--- src/telnet_iac_stream_parser_core_defines.svh ---
// Assertion macros shared by the parser modules.
`ifndef TELNET_IAC_STREAM_PARSER_CORE_DEFINES_SVH
`define TELNET_IAC_STREAM_PARSER_CORE_DEFINES_SVH

// same-cycle implication
`define TISP_ASSERT_NOW(label, ante, cons, msg) \
	label: assert property (@(posedge clk) disable iff (!arst_n) (ante) |-> (cons)) \
		else $error(msg);

// next-cycle implication
`define TISP_ASSERT_NEXT(label, ante, cons, msg) \
	label: assert property (@(posedge clk) disable iff (!arst_n) (ante) |=> (cons)) \
		else $error(msg);

`endif

--- src/tisp_pkg.sv ---
`timescale 1ns / 1ps
package tisp_pkg;

	localparam logic [7:0] B_IAC  = 8'hFF;
	localparam logic [7:0] B_WILL = 8'hFB;
	localparam logic [7:0] B_WONT = 8'hFC;
	localparam logic [7:0] B_DO   = 8'hFD;
	localparam logic [7:0] B_DONT = 8'hFE;
	localparam logic [7:0] B_SB   = 8'hFA;
	localparam logic [7:0] B_SE   = 8'hF0;
	localparam logic [7:0] OPT_ECHO = 8'd1;
	localparam logic [7:0] OPT_SGA  = 8'd3;
	localparam logic [7:0] CH_LF = 8'h0A;
	localparam logic [7:0] CH_CR = 8'h0D;

	localparam logic REG_RAW_MODE    = 1'b0;
	localparam logic REG_CRLF_ENABLE = 1'b1;

	typedef enum logic [1:0] {
		KIND_TERM    = 2'd0,
		KIND_TERM_CR = 2'd1,
		KIND_REPLY   = 2'd2
	} cmd_kind_t;

	typedef struct packed {
		cmd_kind_t  kind;
		logic [7:0] data;
		logic [7:0] verb;
	} cmd_t;

endpackage

--- src/tisp_front.sv ---
`timescale 1ns / 1ps
`include "telnet_iac_stream_parser_core_defines.svh"
module tisp_front (
	input  logic          clk,
	input  logic          arst_n,
	input  logic          raw_mode,
	input  logic          crlf_enable,
	input  logic          in_valid,
	output logic          in_ready,
	input  logic [7:0]    in_byte,
	input  logic          q_full,
	output logic          push,
	output tisp_pkg::cmd_t push_cmd
);

	typedef enum logic [2:0] {
		ST_DATA   = 3'd0,
		ST_IAC    = 3'd1,
		ST_OPT    = 3'd2,
		ST_SB     = 3'd3,
		ST_SB_IAC = 3'd4
	} state_t;

	localparam logic [1:0] VERB_WILL = 2'd0;
	localparam logic [1:0] VERB_DO   = 2'd2;

	state_t     state_q, state_d;
	logic [1:0] pend_q, pend_d;
	logic       prev_cr_q;
	logic       term_en, reply_en, accept;
	logic [7:0] term_byte, reply_verb;

	assign in_ready = !q_full;
	assign accept   = in_valid && in_ready;

	always_comb begin
		state_d    = state_q;
		pend_d     = pend_q;
		term_en    = 1'b0;
		term_byte  = in_byte;
		reply_en   = 1'b0;
		reply_verb = tisp_pkg::B_WONT;
		if (raw_mode) begin
			term_en = 1'b1;
		end else begin
			unique case (state_q)
				ST_IAC: begin
					if (in_byte == tisp_pkg::B_IAC) begin
						state_d   = ST_DATA;
						term_en   = 1'b1;
						term_byte = tisp_pkg::B_IAC;
					end else if (in_byte >= tisp_pkg::B_WILL) begin
						pend_d  = 2'(in_byte - tisp_pkg::B_WILL);
						state_d = ST_OPT;
					end else if (in_byte == tisp_pkg::B_SB) begin
						state_d = ST_SB;
					end else begin
						state_d = ST_DATA;
					end
				end
				ST_OPT: begin
					state_d = ST_DATA;
					if (pend_q == VERB_WILL) begin
						reply_en   = 1'b1;
						reply_verb = (in_byte == tisp_pkg::OPT_ECHO ||
							in_byte == tisp_pkg::OPT_SGA) ? tisp_pkg::B_DO : tisp_pkg::B_DONT;
					end else if (pend_q == VERB_DO) begin
						reply_en   = 1'b1;
						reply_verb = (in_byte == tisp_pkg::OPT_SGA) ?
							tisp_pkg::B_WILL : tisp_pkg::B_WONT;
					end
				end
				ST_SB: begin
					if (in_byte == tisp_pkg::B_IAC)
						state_d = ST_SB_IAC;
				end
				ST_SB_IAC: begin
					state_d = (in_byte == tisp_pkg::B_SE) ? ST_DATA : ST_SB;
				end
				default: begin
					if (in_byte == tisp_pkg::B_IAC) begin
						state_d = ST_IAC;
					end else begin
						state_d = ST_DATA;
						term_en = 1'b1;
					end
				end
			endcase
		end
	end

	always_comb begin
		push_cmd.data = term_byte;
		push_cmd.verb = reply_verb;
		if (reply_en)
			push_cmd.kind = tisp_pkg::KIND_REPLY;
		else if (crlf_enable && term_byte == tisp_pkg::CH_LF && !prev_cr_q)
			push_cmd.kind = tisp_pkg::KIND_TERM_CR;
		else
			push_cmd.kind = tisp_pkg::KIND_TERM;
	end

	assign push = accept && (term_en || reply_en);

	always_ff @(posedge clk or negedge arst_n) begin
		if (!arst_n) begin
			state_q   <= ST_DATA;
			pend_q    <= 2'd0;
			prev_cr_q <= 1'b0;
		end else if (accept) begin
			state_q <= state_d;
			pend_q  <= pend_d;
			if (term_en)
				prev_cr_q <= (term_byte == tisp_pkg::CH_CR);
		end
	end

	`TISP_ASSERT_NEXT(a_opt_returns_to_data, accept && !raw_mode && state_q == ST_OPT,
		state_q == ST_DATA, "option byte did not end the command")
	`TISP_ASSERT_NEXT(a_raw_holds_state, accept && raw_mode, $stable(state_q),
		"parse state moved in raw mode")

endmodule

--- src/tisp_queue.sv ---
`timescale 1ns / 1ps
`include "telnet_iac_stream_parser_core_defines.svh"
module tisp_queue #(
	parameter int DEPTH = 4
) (
	input  logic           clk,
	input  logic           arst_n,
	input  logic           push,
	input  tisp_pkg::cmd_t push_cmd,
	output logic           full,
	input  logic           pop,
	output logic           rd_valid,
	output tisp_pkg::cmd_t rd_cmd
);

	localparam int PTR_W = $clog2(DEPTH);
	localparam int CNT_W = $clog2(DEPTH + 1);

	tisp_pkg::cmd_t mem_q [DEPTH];
	logic [PTR_W-1:0] wr_ptr_q, rd_ptr_q;
	logic [CNT_W-1:0] count_q;
	logic do_push, do_pop;

	assign full     = (count_q == CNT_W'(DEPTH));
	assign rd_valid = (count_q != '0);
	assign rd_cmd   = mem_q[rd_ptr_q];
	assign do_push  = push && !full;
	assign do_pop   = pop && rd_valid;

	always_ff @(posedge clk) begin
		if (do_push)
			mem_q[wr_ptr_q] <= push_cmd;
	end

	always_ff @(posedge clk or negedge arst_n) begin
		if (!arst_n) begin
			wr_ptr_q <= '0;
			rd_ptr_q <= '0;
			count_q  <= '0;
		end else begin
			if (do_push)
				wr_ptr_q <= (wr_ptr_q == PTR_W'(DEPTH - 1)) ? '0 : wr_ptr_q + 1'b1;
			if (do_pop)
				rd_ptr_q <= (rd_ptr_q == PTR_W'(DEPTH - 1)) ? '0 : rd_ptr_q + 1'b1;
			if (do_push && !do_pop)
				count_q <= count_q + 1'b1;
			else if (do_pop && !do_push)
				count_q <= count_q - 1'b1;
		end
	end

	`TISP_ASSERT_NOW(a_count_bound, 1'b1, count_q <= CNT_W'(DEPTH), "queue count overflow")
	`TISP_ASSERT_NOW(a_no_lost_push, push, !full, "request pushed into a full queue")

endmodule

--- src/tisp_back.sv ---
`timescale 1ns / 1ps
`include "telnet_iac_stream_parser_core_defines.svh"
module tisp_back (
	input  logic           clk,
	input  logic           arst_n,
	input  logic           q_valid,
	input  tisp_pkg::cmd_t q_cmd,
	output logic           pop,
	output logic           out_valid,
	input  logic           out_ready,
	output logic [7:0]     out_byte,
	output logic           out_net,
	output logic           out_last
);

	logic [1:0] idx_q;
	logic       valid_q, net_q, last_q;
	logic [7:0] byte_q;
	logic [7:0] beat_byte;
	logic       beat_net, beat_last, load;

	always_comb begin
		beat_byte = q_cmd.data;
		beat_net  = 1'b0;
		beat_last = 1'b1;
		case (q_cmd.kind)
			tisp_pkg::KIND_TERM_CR: begin
				beat_last = (idx_q != 2'd0);
				beat_byte = (idx_q == 2'd0) ? tisp_pkg::CH_CR : q_cmd.data;
			end
			tisp_pkg::KIND_REPLY: begin
				beat_net  = 1'b1;
				beat_last = (idx_q == 2'd2);
				case (idx_q)
					2'd0:    beat_byte = tisp_pkg::B_IAC;
					2'd1:    beat_byte = q_cmd.verb;
					default: beat_byte = q_cmd.data;
				endcase
			end
			default: begin
				beat_byte = q_cmd.data;
			end
		endcase
	end

	assign load = q_valid && (!valid_q || out_ready);
	assign pop  = load && beat_last;

	always_ff @(posedge clk or negedge arst_n) begin
		if (!arst_n) begin
			valid_q <= 1'b0;
			idx_q   <= 2'd0;
		end else if (load) begin
			valid_q <= 1'b1;
			idx_q   <= beat_last ? 2'd0 : idx_q + 2'd1;
		end else if (out_ready) begin
			valid_q <= 1'b0;
		end
	end

	always_ff @(posedge clk) begin
		if (load) begin
			byte_q <= beat_byte;
			net_q  <= beat_net;
			last_q <= beat_last;
		end
	end

	assign out_valid = valid_q;
	assign out_byte  = byte_q;
	assign out_net   = net_q;
	assign out_last  = last_q;

	`TISP_ASSERT_NEXT(a_reply_contiguous, valid_q && net_q && !last_q && out_ready,
		valid_q && net_q, "reply sequence broken")
	`TISP_ASSERT_NOW(a_idx_range, 1'b1, idx_q != 2'd3, "beat index out of range")

endmodule

--- src/telnet_iac_stream_parser_core.sv ---
`timescale 1ns / 1ps
// Telnet receive parser. Bytes enter on s_axis one per cycle while the request
// queue has room; the front end tracks IAC commands and subnegotiation and queues
// a request for each byte that yields output. The back end drains one request at
// a time through a single output register at one result per cycle while not
// stalled by m_axis_tready: a plain byte gives one result, a CR-inserted LF two
// (CR, LF), a negotiation reply three (IAC, verb, option on tuser=1). Consumed
// bytes queue no request. Registers: 0x0 raw_mode, 0x4 crlf_enable.
module telnet_iac_stream_parser_core #(
	parameter int QUEUE_DEPTH = 4
) (
	input  logic        clk,
	input  logic        arst_n,
	input  logic        psel,
	input  logic        penable,
	input  logic        pwrite,
	input  logic [2:0]  paddr,
	input  logic [31:0] pwdata,
	output logic [31:0] prdata,
	output logic        pready,
	input  logic        s_axis_tvalid,
	output logic        s_axis_tready,
	input  logic [7:0]  s_axis_tdata,   // [7:0] rx_byte
	output logic        m_axis_tvalid,
	input  logic        m_axis_tready,
	output logic [7:0]  m_axis_tdata,   // [7:0] out_byte
	output logic        m_axis_tuser,   // [0] to_network
	output logic        m_axis_tlast
);

	logic raw_mode_q, crlf_enable_q;
	logic q_full, push, pop, q_valid;
	tisp_pkg::cmd_t push_cmd, q_cmd;

	assign pready = 1'b1;

	always_ff @(posedge clk or negedge arst_n) begin
		if (!arst_n) begin
			raw_mode_q    <= 1'b0;
			crlf_enable_q <= 1'b0;
		end else if (psel && penable && pwrite && pready) begin
			if (paddr[2] == tisp_pkg::REG_RAW_MODE)
				raw_mode_q <= pwdata[0];
			else
				crlf_enable_q <= pwdata[0];
		end
	end

	assign prdata = {31'd0,
		(paddr[2] == tisp_pkg::REG_CRLF_ENABLE) ? crlf_enable_q : raw_mode_q};

	tisp_front u_front (
		.clk         (clk),
		.arst_n      (arst_n),
		.raw_mode    (raw_mode_q),
		.crlf_enable (crlf_enable_q),
		.in_valid    (s_axis_tvalid),
		.in_ready    (s_axis_tready),
		.in_byte     (s_axis_tdata),
		.q_full      (q_full),
		.push        (push),
		.push_cmd    (push_cmd)
	);

	tisp_queue #(
		.DEPTH (QUEUE_DEPTH)
	) u_queue (
		.clk      (clk),
		.arst_n   (arst_n),
		.push     (push),
		.push_cmd (push_cmd),
		.full     (q_full),
		.pop      (pop),
		.rd_valid (q_valid),
		.rd_cmd   (q_cmd)
	);

	tisp_back u_back (
		.clk       (clk),
		.arst_n    (arst_n),
		.q_valid   (q_valid),
		.q_cmd     (q_cmd),
		.pop       (pop),
		.out_valid (m_axis_tvalid),
		.out_ready (m_axis_tready),
		.out_byte  (m_axis_tdata),
		.out_net   (m_axis_tuser),
		.out_last  (m_axis_tlast)
	);

endmodule

--- config.mk ---
export PLATFORM = sky130hd
export DESIGN_NAME = telnet_iac_stream_parser_core
export DESIGN_NICKNAME = d
export VERILOG_FILES = /design/src/tisp_pkg.sv /design/src/tisp_front.sv /design/src/tisp_queue.sv /design/src/tisp_back.sv /design/src/telnet_iac_stream_parser_core.sv
export VERILOG_INCLUDE_DIRS = /design/src /design/src/src
export SDC_FILE = /design/constraint.sdc
export NUM_CORES = 1
export LEC_CHECK = 0
export BUFFER_PORTS_ARGS = -buffer_cell sky130_fd_sc_hd__buf_4
export CAP_MARGIN = 40
export CORE_MARGIN = 10
export CORE_UTILIZATION = 30
export CTS_BUF_LIST = sky130_fd_sc_hd__clkbuf_4 sky130_fd_sc_hd__clkbuf_8
export DETAILED_ROUTE_END_ITERATION = 10
export SLEW_MARGIN = 25
export SYNTH_ARGS = -nofsm -noshare
export SYNTH_HDL_FRONTEND = slang
export SYNTH_SLANG_ARGS = --single-unit
--- constraint.sdc ---
create_clock -name clk -period 4.9 [get_ports clk]
set_input_delay 0.245 -clock clk [delete_from_list [all_inputs] [get_ports clk]]
set_output_delay 0.245 -clock clk [all_outputs]
set_load 0.02 [all_outputs]
==> flow_metrics.env <==
export IMPL_total_power_w=0.00244
export IMPL_pwr_density_cell_nw_per_um2=552
export IMPL_grt_usage=0.0830
export IMPL_clk_pin_slew_worst_paths_ps=80
export IMPL_slew_headroom=0.520
export IMPL_grt_overflow_total=0
export IMPL_cpMostUsedCell="inv_1"
export IMPL_yosysWarnings=0
export IMPL_max_freq_mhz=280
export IMPL_cts_buffers=9
export IMPL_ios=95
export IMPL_synth_xor_area_share=0.0110
export IMPL_post_route_period_util=0.729
export IMPL_grt_first_pass_wirelength_um=12000
export IMPL_cts_root_buf="clkbuf_8"
export IMPL_rsz0062_at_grt="false"
export IMPL_cp_end_kind="flip-flop"
export IMPL_synth_edf_count=62
export IMPL_worstSetupStartpointType="flip-flop"
export IMPL_insertion_delay_ps=340
export IMPL_pre_cts_ws_ps=1340
export IMPL_post_cts_setup_buffer_count=0
export IMPL_grt_antenna_before_repair=0
export IMPL_path_cells="mux4_2, inv_1, ha_1, a21o_1, a21oi_1, inv_1, nand2_1, ha_1, inv_1, fa_1, xor2_1, nor2_1, xor2_1"
export IMPL_syn_avg_cell_area_um2=13.6
export IMPL_hp_class="in -> reg"
export IMPL_mostFrequentLayoutCell="edfxtp_1"
export IMPL_final_setup_viol_count=0
export IMPL_cp_max_fo=15
export IMPL_seq_area_frac_synth=0.582
export IMPL_arrival_ps=3840
export IMPL_max_stage_delay_ps=780
export IMPL_hold_viol=0
export IMPL_leakagePower_nw=1.70
export IMPL_core_um2=12800
export IMPL_wl_um=7330
export IMPL_synth_compound_area_frac=0.0507
export IMPL_viasPerCell=4.45
export IMPL_cts_path_max_buffers=2
export IMPL_period_needed_ps=3570
export IMPL_netlist_instances=293
export IMPL_ant_nets=0
export IMPL_fin_setup_tns_ps=0
export IMPL_timing_hold_ws_ps=86.0
export IMPL_final_nets=390
export IMPL_synth_fa_ha_area_frac=0.0523
export IMPL_synthArstFlopShare=0.225
export IMPL_diodes=0
export IMPL_status="finished, final reports clean"
export IMPL_htreeDepth=3
export IMPL_post_drt_wl_per_cell_um=14.6
export IMPL_vias=2231
export IMPL_synth_seq_cells=80
export IMPL_n_fill_cell=1243
export IMPL_path_class="reg -> reg"
export IMPL_place_congestion=0.726
export IMPL_drcViolationCount=0
export IMPL_required_ps=5170
export IMPL_drive_gt1_frac=0.252
export IMPL_final_setup_worst_slack_ps=1330
export IMPL_final_max_slew_viol_count=0
export IMPL_die_h_um=135
export IMPL_drt_iter0_markers=156
export IMPL_port_buffers=29
export IMPL_dpl_hpwl_um=5360
export IMPL_ys_flop_type="edfxtp_1"
export IMPL_grt_max_degree=19
export IMPL_synth_simple_area_share=0.0995
export IMPL_synth_area_um2=3970
export IMPL_synthToLayoutAreaGrowth_pct=11.3
export IMPL_die_area_um2=18200
export IMPL_ctsResizeCount=0
export IMPL_vdd_drop_max_mv=0.143
export IMPL_skew_ps=6.30
export IMPL_first_pass_iters=4
export IMPL_maxCapViolations=0
export IMPL_slowest_stage="dfrtp_1"
export IMPL_synth_top_family_by_area="multiplexers"
export IMPL_die_x_um=135
export IMPL_final_cell_mix="62 x edfxtp_1, 32 x conb_1, 31 x buf_4, 18 x nand2_1, 18 x dfrtp_1"
export IMPL_worst_pin_slew_ps=713
export IMPL_clkSinkCount=80
export IMPL_muxShareOfSynthArea=0.115
export IMPL_grt_pass1_vias=2339
export IMPL_cts_tree="done"
export IMPL_synth_cell_types=45
export IMPL_core_rowCount=41
export IMPL_start_util=0.311
metal layers:
metal	part of all wire	up-vias	GRT usage
met1	0.46	1092	0.104
met5	0	-	0
li1	-	1064	-
met2	0.44	67	0.129
met4	0.010	0	0.0239
met3	0.092	8	0.0334
path summary, 6_finish.rpt:
check | start | end | slack [ps] | cells after the start
min reg2reg | u_queue.count_q[2] | u_queue.count_q[2] | 510 | 1
max in group asynchronous | arst_n | u_back.idx_q[1] | 4360 | 2
min in group asynchronous | arst_n | crlf_enable_q | 310 | 2
max | u_queue.rd_ptr_q[1] | u_queue.count_q[2] | 1330 | 13
max reg2reg | u_queue.rd_ptr_q[1] | u_queue.count_q[2] | 1330 | 13
min | m_axis_tready | u_back.out_valid | 90 | 2
registers in the layout, indices dropped and copies added (netlist names), 2 cells and up:
signal / flops
u_back.idx_q: 2
u_queue.count_q: 3
u_front.pend_q: 2
u_queue.rd_ptr_q: 2
u_queue.mem_q: 52
u_queue.wr_ptr_q: 2
u_back.out_byte: 8
u_front.state_q: 3
report_power, final:
| part | internal [W] | switching, W | leakage [nW] | total [W] |
|---|---|---|---|---|
| Combinational | 0.000428 | 0.000543 | 0.826 | 0.000972 |
| Sequential | 0.000951 | 0.000102 | 0.793 | 0.00105 |
| Clock | 0.000186 | 0.000232 | 0.0791 | 0.000418 |
| Total | 0.00157 | 0.000877 | 1.70 | 0.00244 |
cells in the mapped netlist (2+ instances only):
cell type,instances,area share
o21ai_0,11,0.014
nor3_1,5,0.0063
buf_4,32,0.060
mux2_4,3,0.011
xor2_1,2,0.0044
nor3b_1,5,0.0094
nand4_1,2,0.0031
edfxtp_1,62,0.47
a22oi_1,3,0.0057
a21oi_1,7,0.0088
dfrtp_1,18,0.11
nor2_1,14,0.013
nand3_1,10,0.013
mux2i_1,4,0.010
buf_2,2,0.0025
mux2_2,11,0.031
conb_1,2,0.0019
ha_1,15,0.047
mux4_2,11,0.062
clkbuf_1,7,0.0066
nand2_1,18,0.017
a2bb2oi_1,2,0.0044
or2_2,2,0.0031
nor4_1,3,0.0047
inv_1,15,0.014
xnor2_1,3,0.0066
and2_2,5,0.0094
o31ai_1,2,0.0038
worst max-delay path: cells and delay by family, from the launching register on:
| family | cells | cell delay (ps) |
|---|---|---|
| fa+ha+maj | 3 | 900 |
| flops | 1 | 780 |
| compound gates | 2 | 530 |
| mux | 1 | 460 |
| xor+xnor | 2 | 330 |
| simple gates | 2 | 250 |
| buf+inv | 3 | 230 |
cell families (layout without fill, tap and decap cells):
logic type,after synthesis,after routing
other,2,32
multiplexers,29,29
flip-flops,80,80
XOR/XNOR,5,5
AND/OR/NAND/NOR,73,73
buffers and inverters,58,64
adder cells (fa/ha/maj),16,16
AO/OA/AOI/OAI,30,30
area by class of cell:
class	instances	area [µm²]	share of cell area
multi-input combinational	185	1430	0.322
inverter	15	56.3	0.0127
tap	172	215	0.0487
timing repair buffer	33	246	0.0557
clock inverter	6	36.3	0.00820
sequential	80	2310	0.523
clock buffer	10	131	0.0297
through the flow:
stage	util	cell area, µm²	std cells
global route	0.346	4420	501
detailed placement	0.332	4250	484
CTS	0.346	4420	501
global placement	0.332	4240	483
floorplan	-	4090	323
finish	0.346	4420	501
repair_timing:
action	4_1_cts	5_1_grt
setup endpoints to repair	0	0
endpoints found under the hold margin	18	0
hold buffers	1	0
(Power assumes the default switching activity.)
